File: config.mk
export PLATFORM = sky130hd
export DESIGN_NAME = wind_vane_vector_averager_unit
export DESIGN_NICKNAME = d
export VERILOG_FILES = /design/src/rtl/wvva_pkg.sv /design/src/rtl/wind_vane_vector_averager_unit.sv /design/src/rtl/wvva_accum.sv /design/src/rtl/wvva_cordic.sv
export SDC_FILE = /design/constraint.sdc
export NUM_CORES = 2
export LEC_CHECK = 0
export BUFFER_PORTS_ARGS = -buffer_cell sky130_fd_sc_hd__clkbuf_2
export CAP_MARGIN = 15
export CORE_ASPECT_RATIO = 0.6
export CORE_MARGIN = 8
export CORE_UTILIZATION = 55
export DETAILED_ROUTE_END_ITERATION = 8
export GPL_ROUTABILITY_DRIVEN = 0
export PLACE_DENSITY = 0.71
export SLEW_MARGIN = 25
export SYNTH_ARGS = -nofsm -noshare
export SYNTH_HDL_FRONTEND = slang
export SYNTH_HIERARCHICAL = 1
export SYNTH_SLANG_ARGS = --single-unit
File: constraint.sdc
create_clock -name clk -period 7.6 [get_ports clk]
set_input_delay 0.76 -clock clk [delete_from_list [all_inputs] [get_ports clk]]
set_output_delay 0.76 -clock clk [all_outputs]
set_load 0.02 [all_outputs]
File: src/rtl/wvva_pkg.sv
// Shared types, constants and tables for the wind vane vector averager.
// Depends on nothing.
package wvva_pkg;
  localparam int SUM_BITS = 32;
  localparam int COUNT_BITS = 16;
  localparam int SECTORS = 16;
  localparam int STEPS = 16;
  localparam int SEC_BITS = 4;
  localparam int STEP_BITS = 4;
  // CORDIC datapath: normalized to 2^46, growth about 1.65, plus guard bit
  localparam int CW = 50;
  localparam int NORM_EXP = 46;

  // action field codes
  localparam logic ACT_SAMPLE  = 1'b0;
  localparam logic ACT_READOUT = 1'b1;

  typedef logic signed [SUM_BITS-1:0] sum_t;
  typedef logic [COUNT_BITS-1:0] count_t;
  typedef logic signed [CW-1:0] cw_t;

  typedef enum logic [2:0] {
    ST_IDLE, ST_NORM, ST_ROT, ST_SCALE, ST_OUT
  } state_t;

  typedef struct packed {
    logic       hit;
    logic [SEC_BITS-1:0] sector;
  } decode_t;

  function automatic decode_t decode_vane(input logic [11:0] raw);
    decode_t d;
    d.hit = 1'b1;
    d.sector = '0;
    if (raw >= 12'd3570 && raw < 12'd3700) d.sector = 4'd0;
    else if (raw >= 12'd2600 && raw < 12'd2700) d.sector = 4'd1;
    else if (raw >= 12'd2750 && raw < 12'd2850) d.sector = 4'd2;
    else if (raw >= 12'd1510 && raw < 12'd1580) d.sector = 4'd3;
    else if (raw >= 12'd1580 && raw < 12'd1650) d.sector = 4'd4;
    else if (raw >= 12'd1470 && raw < 12'd1510) d.sector = 4'd5;
    else if (raw >= 12'd1900 && raw < 12'd2000) d.sector = 4'd6;
    else if (raw >= 12'd1700 && raw < 12'd1750) d.sector = 4'd7;
    else if (raw >= 12'd2200 && raw < 12'd2400) d.sector = 4'd8;
    else if (raw >= 12'd2100 && raw < 12'd2200) d.sector = 4'd9;
    else if (raw >= 12'd3200 && raw < 12'd3299) d.sector = 4'd10;
    else if (raw >= 12'd3100 && raw < 12'd3200) d.sector = 4'd11;
    else if (raw >= 12'd3890 && raw < 12'd3999) d.sector = 4'd12;
    else if (raw >= 12'd3700 && raw < 12'd3780) d.sector = 4'd13;
    else if (raw >= 12'd3780 && raw < 12'd3890) d.sector = 4'd14;
    else if (raw >= 12'd3400 && raw < 12'd3500) d.sector = 4'd15;
    else d.hit = 1'b0;
    return d;
  endfunction

  function automatic logic signed [15:0] cos_q14(input logic [SEC_BITS-1:0] k);
    case (k)
      4'd0: cos_q14 = 16'sd16384;
      4'd1, 4'd15: cos_q14 = 16'sd15137;
      4'd2, 4'd14: cos_q14 = 16'sd11585;
      4'd3, 4'd13: cos_q14 = 16'sd6270;
      4'd5, 4'd11: cos_q14 = -16'sd6270;
      4'd6, 4'd10: cos_q14 = -16'sd11585;
      4'd7, 4'd9: cos_q14 = -16'sd15137;
      4'd8: cos_q14 = -16'sd16384;
      default: cos_q14 = 16'sd0;
    endcase
  endfunction

  function automatic logic signed [15:0] sin_q14(input logic [SEC_BITS-1:0] k);
    sin_q14 = cos_q14(SEC_BITS'(k - 4'd4));
  endfunction

  function automatic logic [15:0] atan_turn(input logic [STEP_BITS-1:0] i);
    case (i)
      4'd0: atan_turn = 16'd8192;
      4'd1: atan_turn = 16'd4836;
      4'd2: atan_turn = 16'd2555;
      4'd3: atan_turn = 16'd1297;
      4'd4: atan_turn = 16'd651;
      4'd5: atan_turn = 16'd326;
      4'd6: atan_turn = 16'd163;
      4'd7: atan_turn = 16'd81;
      4'd8: atan_turn = 16'd41;
      4'd9: atan_turn = 16'd20;
      4'd10: atan_turn = 16'd10;
      4'd11: atan_turn = 16'd5;
      4'd12, 4'd13: atan_turn = 16'd3 - 16'(i == 4'd13) * 16'd2;
      4'd14: atan_turn = 16'd1;
      default: atan_turn = 16'd0;
    endcase
  endfunction
endpackage

File: src/rtl/wind_vane_vector_averager_unit.sv
// Wind vane vector averager: one word per sample or readout, one result word each.
// A sample word (action 0) decodes the 12-bit vane reading to one of 16 compass
// sectors and, on a hit, adds that sector's Q1.14 unit vector to saturating cosine
// and sine sums; its result word is valid on the cycle after acceptance, and the
// input stalls while it waits. A readout word (action 1) returns the mean
// direction in tenths of a degree (0..3599) and the count, and clears the sums
// as it is accepted. The readout runs an iterative CORDIC: the sums are doubled
// one bit per cycle until the larger reaches 2^46, then a step folds the left
// half plane, then come sixteen one-step rotations, a scale state and an output
// state. An empty readout answers on the next cycle. One word is in flight at
// a time.
// Depends on wvva_pkg, wvva_accum and wvva_cordic.
module wind_vane_vector_averager_unit (
  input  logic        clk,
  input  logic        rst_n,
  input  logic        in_valid,
  output logic        in_stall,
  input  logic        in_action,
  input  logic [11:0] in_adc_raw,
  output logic        out_valid,
  input  logic        out_stall,
  output logic        out_sample_accepted,
  output logic [11:0] out_direction_tenths,
  output logic [15:0] out_reading_count,
  output logic        out_readout_valid
);
  import wvva_pkg::*;

  logic busy_r, busy_nxt;
  logic ov_r, ov_nxt;
  logic acc_r, acc_nxt, rv_r, rv_nxt;
  logic [11:0] dir_nxt;
  logic [15:0] cnt_r, cnt_nxt;
  logic take, add_en, clr_en, hit, done, start;
  sum_t cs, ss;
  count_t count;

  // hold new words while a readout runs or a result waits
  assign in_stall = busy_r || ov_r;
  assign take = in_valid && !in_stall;
  assign add_en = take && (in_action == ACT_SAMPLE);
  // a readout with data launches the arctangent; sums are cleared as it starts
  assign start = take && (in_action == ACT_READOUT) && (count != '0);
  assign clr_en = take && (in_action == ACT_READOUT);

  wvva_accum u_accum (
    .clk, .rst_n, .add_en, .clr_en, .adc_raw(in_adc_raw),
    .hit, .cos_sum(cs), .sin_sum(ss), .count
  );

  wvva_cordic u_cordic (
    .clk, .rst_n, .start, .x_in(cs), .y_in(ss), .done, .tenths(dir_nxt)
  );

  always_comb begin
    busy_nxt = busy_r;
    ov_nxt = ov_r && out_stall;
    acc_nxt = acc_r;
    rv_nxt = rv_r;
    cnt_nxt = cnt_r;
    if (take) begin
      if (in_action == ACT_SAMPLE) begin
        ov_nxt = 1'b1;
        acc_nxt = hit;
        rv_nxt = 1'b0;
        cnt_nxt = '0;
      end else if (count == '0) begin
        // empty window: answer at once with zeros
        ov_nxt = 1'b1;
        acc_nxt = 1'b0;
        rv_nxt = 1'b0;
        cnt_nxt = '0;
      end else begin
        busy_nxt = 1'b1;
        acc_nxt = 1'b0;
        rv_nxt = 1'b1;
        cnt_nxt = 16'(count);
      end
    end
    if (done) begin
      busy_nxt = 1'b0;
      ov_nxt = 1'b1;
    end
  end

  always_ff @(posedge clk) begin
    if (!rst_n) begin
      busy_r <= 1'b0;
      ov_r <= 1'b0;
    end else begin
      busy_r <= busy_nxt;
      ov_r <= ov_nxt;
    end
    acc_r <= acc_nxt;
    rv_r <= rv_nxt;
    cnt_r <= cnt_nxt;
  end

  assign out_valid = ov_r;
  assign out_sample_accepted = acc_r;
  assign out_direction_tenths = rv_r ? dir_nxt : 12'd0;
  assign out_reading_count = cnt_r;
  assign out_readout_valid = rv_r;

  a_one: assert property (@(posedge clk) disable iff (!rst_n)
    !(busy_r && ov_r)) else $error("result while busy");
  a_done: assert property (@(posedge clk) disable iff (!rst_n)
    done |-> busy_r) else $error("stray done");
  a_excl: assert property (@(posedge clk) disable iff (!rst_n)
    ov_r |-> !(acc_r && rv_r)) else $error("both result kinds set");
endmodule

File: src/rtl/wvva_accum.sv
// Sector decode and saturating vector sums for the wind vane averager.
// Depends on wvva_pkg.
module wvva_accum (
  input  logic              clk,
  input  logic              rst_n,
  input  logic              add_en,
  input  logic              clr_en,
  input  logic [11:0]       adc_raw,
  output logic              hit,
  output wvva_pkg::sum_t    cos_sum,
  output wvva_pkg::sum_t    sin_sum,
  output wvva_pkg::count_t  count
);
  import wvva_pkg::*;

  sum_t   cos_r, cos_nxt, sin_r, sin_nxt;
  count_t cnt_r, cnt_nxt;
  decode_t dec;

  function automatic sum_t sat_add(input sum_t a, input logic signed [15:0] b);
    logic signed [SUM_BITS:0] r;
    r = {a[SUM_BITS-1], a} + (SUM_BITS+1)'(b);
    if (r[SUM_BITS] != r[SUM_BITS-1])
      sat_add = r[SUM_BITS] ? {1'b1, {(SUM_BITS-1){1'b0}}} : {1'b0, {(SUM_BITS-1){1'b1}}};
    else
      sat_add = r[SUM_BITS-1:0];
  endfunction

  assign dec = decode_vane(adc_raw);
  assign hit = dec.hit && (cnt_r != {COUNT_BITS{1'b1}});

  always_comb begin
    cos_nxt = cos_r;
    sin_nxt = sin_r;
    cnt_nxt = cnt_r;
    if (clr_en) begin
      cos_nxt = '0;
      sin_nxt = '0;
      cnt_nxt = '0;
    end else if (add_en && hit) begin
      cos_nxt = sat_add(cos_r, cos_q14(dec.sector));
      sin_nxt = sat_add(sin_r, sin_q14(dec.sector));
      cnt_nxt = cnt_r + 1'b1;
    end
  end

  always_ff @(posedge clk) begin
    if (!rst_n) begin
      cos_r <= '0;
      sin_r <= '0;
      cnt_r <= '0;
    end else begin
      cos_r <= cos_nxt;
      sin_r <= sin_nxt;
      cnt_r <= cnt_nxt;
    end
  end

  assign cos_sum = cos_r;
  assign sin_sum = sin_r;
  assign count = cnt_r;

  a_clr: assert property (@(posedge clk) disable iff (!rst_n)
    clr_en |=> (cnt_r == '0 && cos_r == '0 && sin_r == '0))
    else $error("sums not cleared");
  a_cnt: assert property (@(posedge clk) disable iff (!rst_n)
    (add_en && !clr_en && !hit) |=> $stable(cnt_r))
    else $error("rejected sample counted");
  a_inc: assert property (@(posedge clk) disable iff (!rst_n)
    (add_en && !clr_en && hit) |=> (cnt_r == $past(cnt_r) + 1'b1))
    else $error("accepted sample not counted");
endmodule

File: src/rtl/wvva_cordic.sv
// Iterative vectoring CORDIC: normalize, sixteen rotations, scale to tenths.
// Depends on wvva_pkg.
module wvva_cordic (
  input  logic              clk,
  input  logic              rst_n,
  input  logic              start,
  input  wvva_pkg::sum_t    x_in,
  input  wvva_pkg::sum_t    y_in,
  output logic              done,
  output logic [11:0]       tenths
);
  import wvva_pkg::*;

  state_t st_r, st_nxt;
  cw_t x_r, x_nxt, y_r, y_nxt;
  logic [15:0] ang_r, ang_nxt;
  logic [STEP_BITS-1:0] i_r, i_nxt;
  logic [11:0] ten_r, ten_nxt;
  logic [27:0] prod;
  logic [11:0] t;
  logic big;

  assign big = (x_r[CW-1:NORM_EXP] != {(CW-NORM_EXP){x_r[CW-1]}}) ||
               (y_r[CW-1:NORM_EXP] != {(CW-NORM_EXP){y_r[CW-1]}}) ||
               (x_r == -(cw_t'(1) <<< NORM_EXP)) || (y_r == -(cw_t'(1) <<< NORM_EXP));
  assign prod = 28'(ang_r) * 28'd3600 + 28'd32768;
  assign t = prod[28-1:16];

  always_comb begin
    st_nxt = st_r;
    case (st_r)
      ST_IDLE:  if (start) st_nxt = ST_NORM;
      ST_NORM:  if (big || (x_r == '0 && y_r == '0)) st_nxt = ST_ROT;
      ST_ROT:   if (i_r == STEP_BITS'(STEPS-1)) st_nxt = ST_SCALE;
      ST_SCALE: st_nxt = ST_OUT;
      ST_OUT:   st_nxt = ST_IDLE;
      default:  st_nxt = ST_IDLE;
    endcase
  end

  always_comb begin
    x_nxt = x_r;
    y_nxt = y_r;
    ang_nxt = ang_r;
    i_nxt = i_r;
    ten_nxt = ten_r;
    case (st_r)
      ST_IDLE: begin
        x_nxt = CW'(x_in);
        y_nxt = CW'(y_in);
        ang_nxt = '0;
        i_nxt = '0;
      end
      ST_NORM: begin
        if (x_r == '0 && y_r == '0) begin
          ang_nxt = '0;
        end else if (!big) begin
          // double both until the larger magnitude reaches 2^46
          x_nxt = x_r <<< 1;
          y_nxt = y_r <<< 1;
        end else if (x_r < 0) begin
          x_nxt = -x_r;
          y_nxt = -y_r;
          ang_nxt = 16'd32768;
        end
      end
      ST_ROT: begin
        if (x_r == '0 && y_r == '0) begin
          ang_nxt = '0;
        end else if (!y_r[CW-1]) begin
          x_nxt = x_r + (y_r >>> i_r);
          y_nxt = y_r - (x_r >>> i_r);
          ang_nxt = ang_r + atan_turn(i_r);
        end else begin
          x_nxt = x_r - (y_r >>> i_r);
          y_nxt = y_r + (x_r >>> i_r);
          ang_nxt = ang_r - atan_turn(i_r);
        end
        i_nxt = i_r + 1'b1;
      end
      ST_SCALE: ten_nxt = (t >= 12'd3600) ? 12'd0 : t;
      default: ;
    endcase
  end

  always_ff @(posedge clk) begin
    if (!rst_n) st_r <= ST_IDLE;
    else st_r <= st_nxt;
    x_r <= x_nxt;
    y_r <= y_nxt;
    ang_r <= ang_nxt;
    i_r <= i_nxt;
    ten_r <= ten_nxt;
  end

  assign done = (st_r == ST_OUT);
  assign tenths = ten_r;

  a_rng: assert property (@(posedge clk) disable iff (!rst_n)
    done |-> ten_r < 12'd3600) else $error("tenths out of range");
  a_seq: assert property (@(posedge clk) disable iff (!rst_n)
    (st_r == ST_SCALE) |=> done) else $error("scale not followed by output");
  a_rot: assert property (@(posedge clk) disable iff (!rst_n)
    (st_r == ST_ROT && i_r != STEP_BITS'(STEPS-1)) |=> st_r == ST_ROT)
    else $error("rotation cut short");
endmodule
==> flow_summary_export.csv <==
group,metric,value,unit
status,status,"finished clean",
critical_path,reg2reg_depth,22,
drt,route.detailed.drc,0,
timing,fin_setup_tns,0,ps
drt,drtPass1Iterations,7,
logic_synthesis,synth.most_common_cell,"a21oi_1",
timing,maxSlewHeadroom,0.217,
final_layout,fin_cells,4787,
logic_synthesis,syn_inst,4128,
clocking,clk_pin_slew,70,ps
drt,viasPerCell,6.82,
min_path,min_path_type,"flip-flop to flip-flop",
critical_path,worst-path-buf-inv,2,
clocking,postCtsSetupBuffers,0,
floorplanning,core_area,60400,um2
placed_design,io_buffers,48,
logic_synthesis,synth_compound_area_frac,0.260,
logic_synthesis,yosysSeqAreaShare,0.186,
critical_path,max_stage_delay,660,ps
floorplanning,die_w,334,um
drt,drt_iter0_drc,4502,
logic_synthesis,async_reset_ff_frac,0,
floorplanning,dieHeight,207,um
clocking,cts_max_level,1,
logic_synthesis,ys.flop_type,"edfxtp_1",
pwr,ir_drop,187,uV
timing,tightest_slew,1160,ps
critical_path,end_kind,"flip-flop",
drt,post_drt_wl_per_cell,22.2,um
logic_synthesis,synthTopCellsByArea,"edfxtp_1, ha_1, mux4_2",
min_path,hold_path.startpoint,"u_accum/count[13]",
timing,final.min_clock_period,7110,ps
timing,setup_viol,0,
final_layout,nNetsFinal,4277,
pwr,p_leak,0.0147,uW
clocking,ctsResizeCount,0,
logic_synthesis,synth_fa_ha_area_frac,0.125,
clocking,cts_hold_buf,0,
logic_synthesis,yosys.cell_types.count,109,
floorplanning,num_rows,70,
global_route,grt_first_pass_wirelength,166000,um
clocking,root_buffer,"clkbuf_16",
clocking,clk_latency,590,ps
critical_path,rr_endpoint,"u_cordic/y_r[45]",
logic_synthesis,syn_nets,4431,
logic_synthesis,ys_top_cells_by_count,"a21oi_1, nand2_1, o21ai_0",
clocking,clk_path_buf_depth,3,
floorplanning,die_area,69000,um2
critical_path,cp.arrival,7390,ps
global_route,grt_usage,0.295,
critical_path,path_delay_family,"compound AO/OA/AOI/OAI gates",
global_route,overflow,0,
min_path,hold_end,"u_accum/count[13]",
logic_synthesis,synth_top_area_frac,0.135,
pwr,power_density,202,nW/um2
critical_path,start_kind,"flip-flop",
timing,max_freq,141,MHz
logic_synthesis,synthXorXnorAreaFrac,0.0825,
timing,rsz0062_at_grt,"no",
timing,skew,32.2,ps
timing,final_max_slew_viol_count,0,
final_layout,drive_above_1_share,0.0974,
global_route,grt_max_degree,140,
clocking,cts_sinks,235,
logic_synthesis,syn-mean-instance-area,8.07,um2
logic_synthesis,synthSimpleGateAreaFrac,0.184,
drt,vias,32600,
logic_synthesis,synth-seq-cells,235,
logic_synthesis,yosysTopAreaCell,"edfxtp_1",
min_path,hold-path-cell-count,2,
global_route,antenna_found_initial,0,
critical_path,r2r-start,"u_cordic/i_r[2]",
logic_synthesis,synth_edf_count,150,
placed_design,dp_hpwl,80400,um
floorplanning,top_level_ports,49,
clocking,cts_tree,"yes",
logic_synthesis,muxShareOfSynthArea,0.106,
final_layout,areaGrowthSynthToFinish,4.67,%
global_route,grt_pass1_vias,28700,
placed_design,placed_cells,4732,
timing,hold_violations,0,
critical_path,reg2reg_slack,490,ps
final_layout,antenna_cells,0,
logic_synthesis,yosys_warnings,6,
drt,ant_nets,0,
critical_path,cp_slowest_cell,"edfxtp_1",
critical_path,critPathRequiredTime,7880,ps
floorplanning,start_util,0.551,
timing,post-route-period-util,0.936,
logic_synthesis,synthesis.area,33300,um2
critical_path,crit_chain,"buf_12, mux4_2, and2_1, or4b_1, o21ai_0, nand3b_1, nor2_1, nor2_1, xnor2_1, ha_1, and3_1, a221oi_1, o21ai_0, a2111oi_0, buf_4, nor4_1, nor2_1, o21ai_0, a311oi_1, o31ai_1, xnor2_1, o221ai_1",
critical_path,crit_fanout,48,
clocking,cts_buffers,27,
drt,wirelength,106000,um
critical_path,path_class,"flip-flop to flip-flop",
logic_synthesis,synth_top_family_by_area,"compound AO/OA/AOI/OAI gates",
job,cap_violations,0,
[cell usage in the layout, fill, tap and decap left out, drive strengths merged, types with 55 or more instances in the layout]
master	netlist	layout
a21oi	430	430
nor2	278	278
mux4	101	101
buf	98	76
nor3	121	121
mux2i	79	79
a21o	105	105
ha	258	258
inv	134	139
nand4	55	55
a31oi	74	74
xnor2	185	185
dfxtp	85	85
o211ai	62	62
nand3	82	82
edfxtp	150	150
and2	74	74
clkbuf	209	84
o21ai	335	335
nand2	326	326
xor2	128	128
[cells by family after synthesis]
family	Yosys count
AO/OA/AOI/OAI	1370
AND/OR/NAND/NOR	1223
buffers and inverters	443
adder cells (fa/ha/maj)	322
XOR/XNOR	313
flip-flops	235
multiplexers	222
[area by class of cell]
| cell class | instances | area, um2 |
|---|---|---|
| multi-input cells | 3450 | 25300 |
| fillers | 5463 | 25600 |
| well taps | 792 | 991 |
| flip-flops and latches | 235 | 6210 |
| clock buffers | 36 | 772 |
| repair buffers | 124 | 931 |
| clock inverters | 14 | 129 |
| inverters | 136 | 510 |
[worst max-delay path by stage]
stage                          from             endpoint  slack, ps  depth (start not counted)
global route        u_cordic/i_r[2]     u_cordic/y_r[45]         30                         21
CTS                 u_cordic/i_r[1]     u_cordic/y_r[45]        450                         22
detailed placement    in_adc_raw[3]  u_accum/cos_sum[30]        380                         23
global placement      in_adc_raw[4]  u_accum/cos_sum[30]        430                         23
floorplan           u_cordic/i_r[3]     u_cordic/x_r[47]        430                         30
finish              u_cordic/i_r[2]     u_cordic/y_r[45]        490                         22
[sequential cells by signal, summed over array words and instances, names as in the netlist]
signal	count
u_cordic/x_r	50
u_cordic/i_r	4
out_readout_valid	1
out_valid	1
u_cordic/ang_r	16
out_reading_count	16
out_sample_accepted	1
u_accum/count	16
u_accum/sin_sum	32
u_cordic/y_r	50
busy_r	1
u_cordic/tenths	12
u_accum/cos_sum	32
u_cordic/st_r	3
[report_power, final]
group          switching (uW)  total [uW]  internal (uW)  leakage [uW]
combinational            2590        4160           1570        0.0118
sequential                123        1530           1410       0.00245
clock                     587        1370            783      0.000446
[per-stage QoR]
stage	hold WS [ps]	cell area (um2)	power, uW	worst slack [ps]	util
finish	544	34900	7060	490	0.577
global route	558	34900	7490	27.2	0.577
CTS	539	34800	6920	446	0.576
detailed placement	528	33900	5530	375	0.561
global placement	511	33900	5490	430	0.561
floorplan	475	33300	4600	431	-
[worst reg2reg max path: stages (launching register included)]
cell and delay, ps:
edfxtp_1 660, buf_12 350, mux4_2 360, and2_1 190
or4b_1 570, o21ai_0 230, nand3b_1 350, nor2_1 250
nor2_1 70, xnor2_1 160, ha_1 360, and3_1 230
a221oi_1 400, o21ai_0 260, a2111oi_0 530, buf_4 220
nor4_1 50, nor2_1 240, o21ai_0 210, a311oi_1 620
o31ai_1 180, xnor2_1 170, o221ai_1 150
[metal layers]
layer,routed length [um],up-vias,global-route usage,part of all wire
met1,50000,15300,0.476,0.47
met3,16100,134,0.0928,0.15
li1,-,15200,-,-
met4,1660,2,0.0440,0.016
met2,38300,1958,0.373,0.36
met5,65,-,0.00850,0.00061
Power figures use the tool's default switching activity.
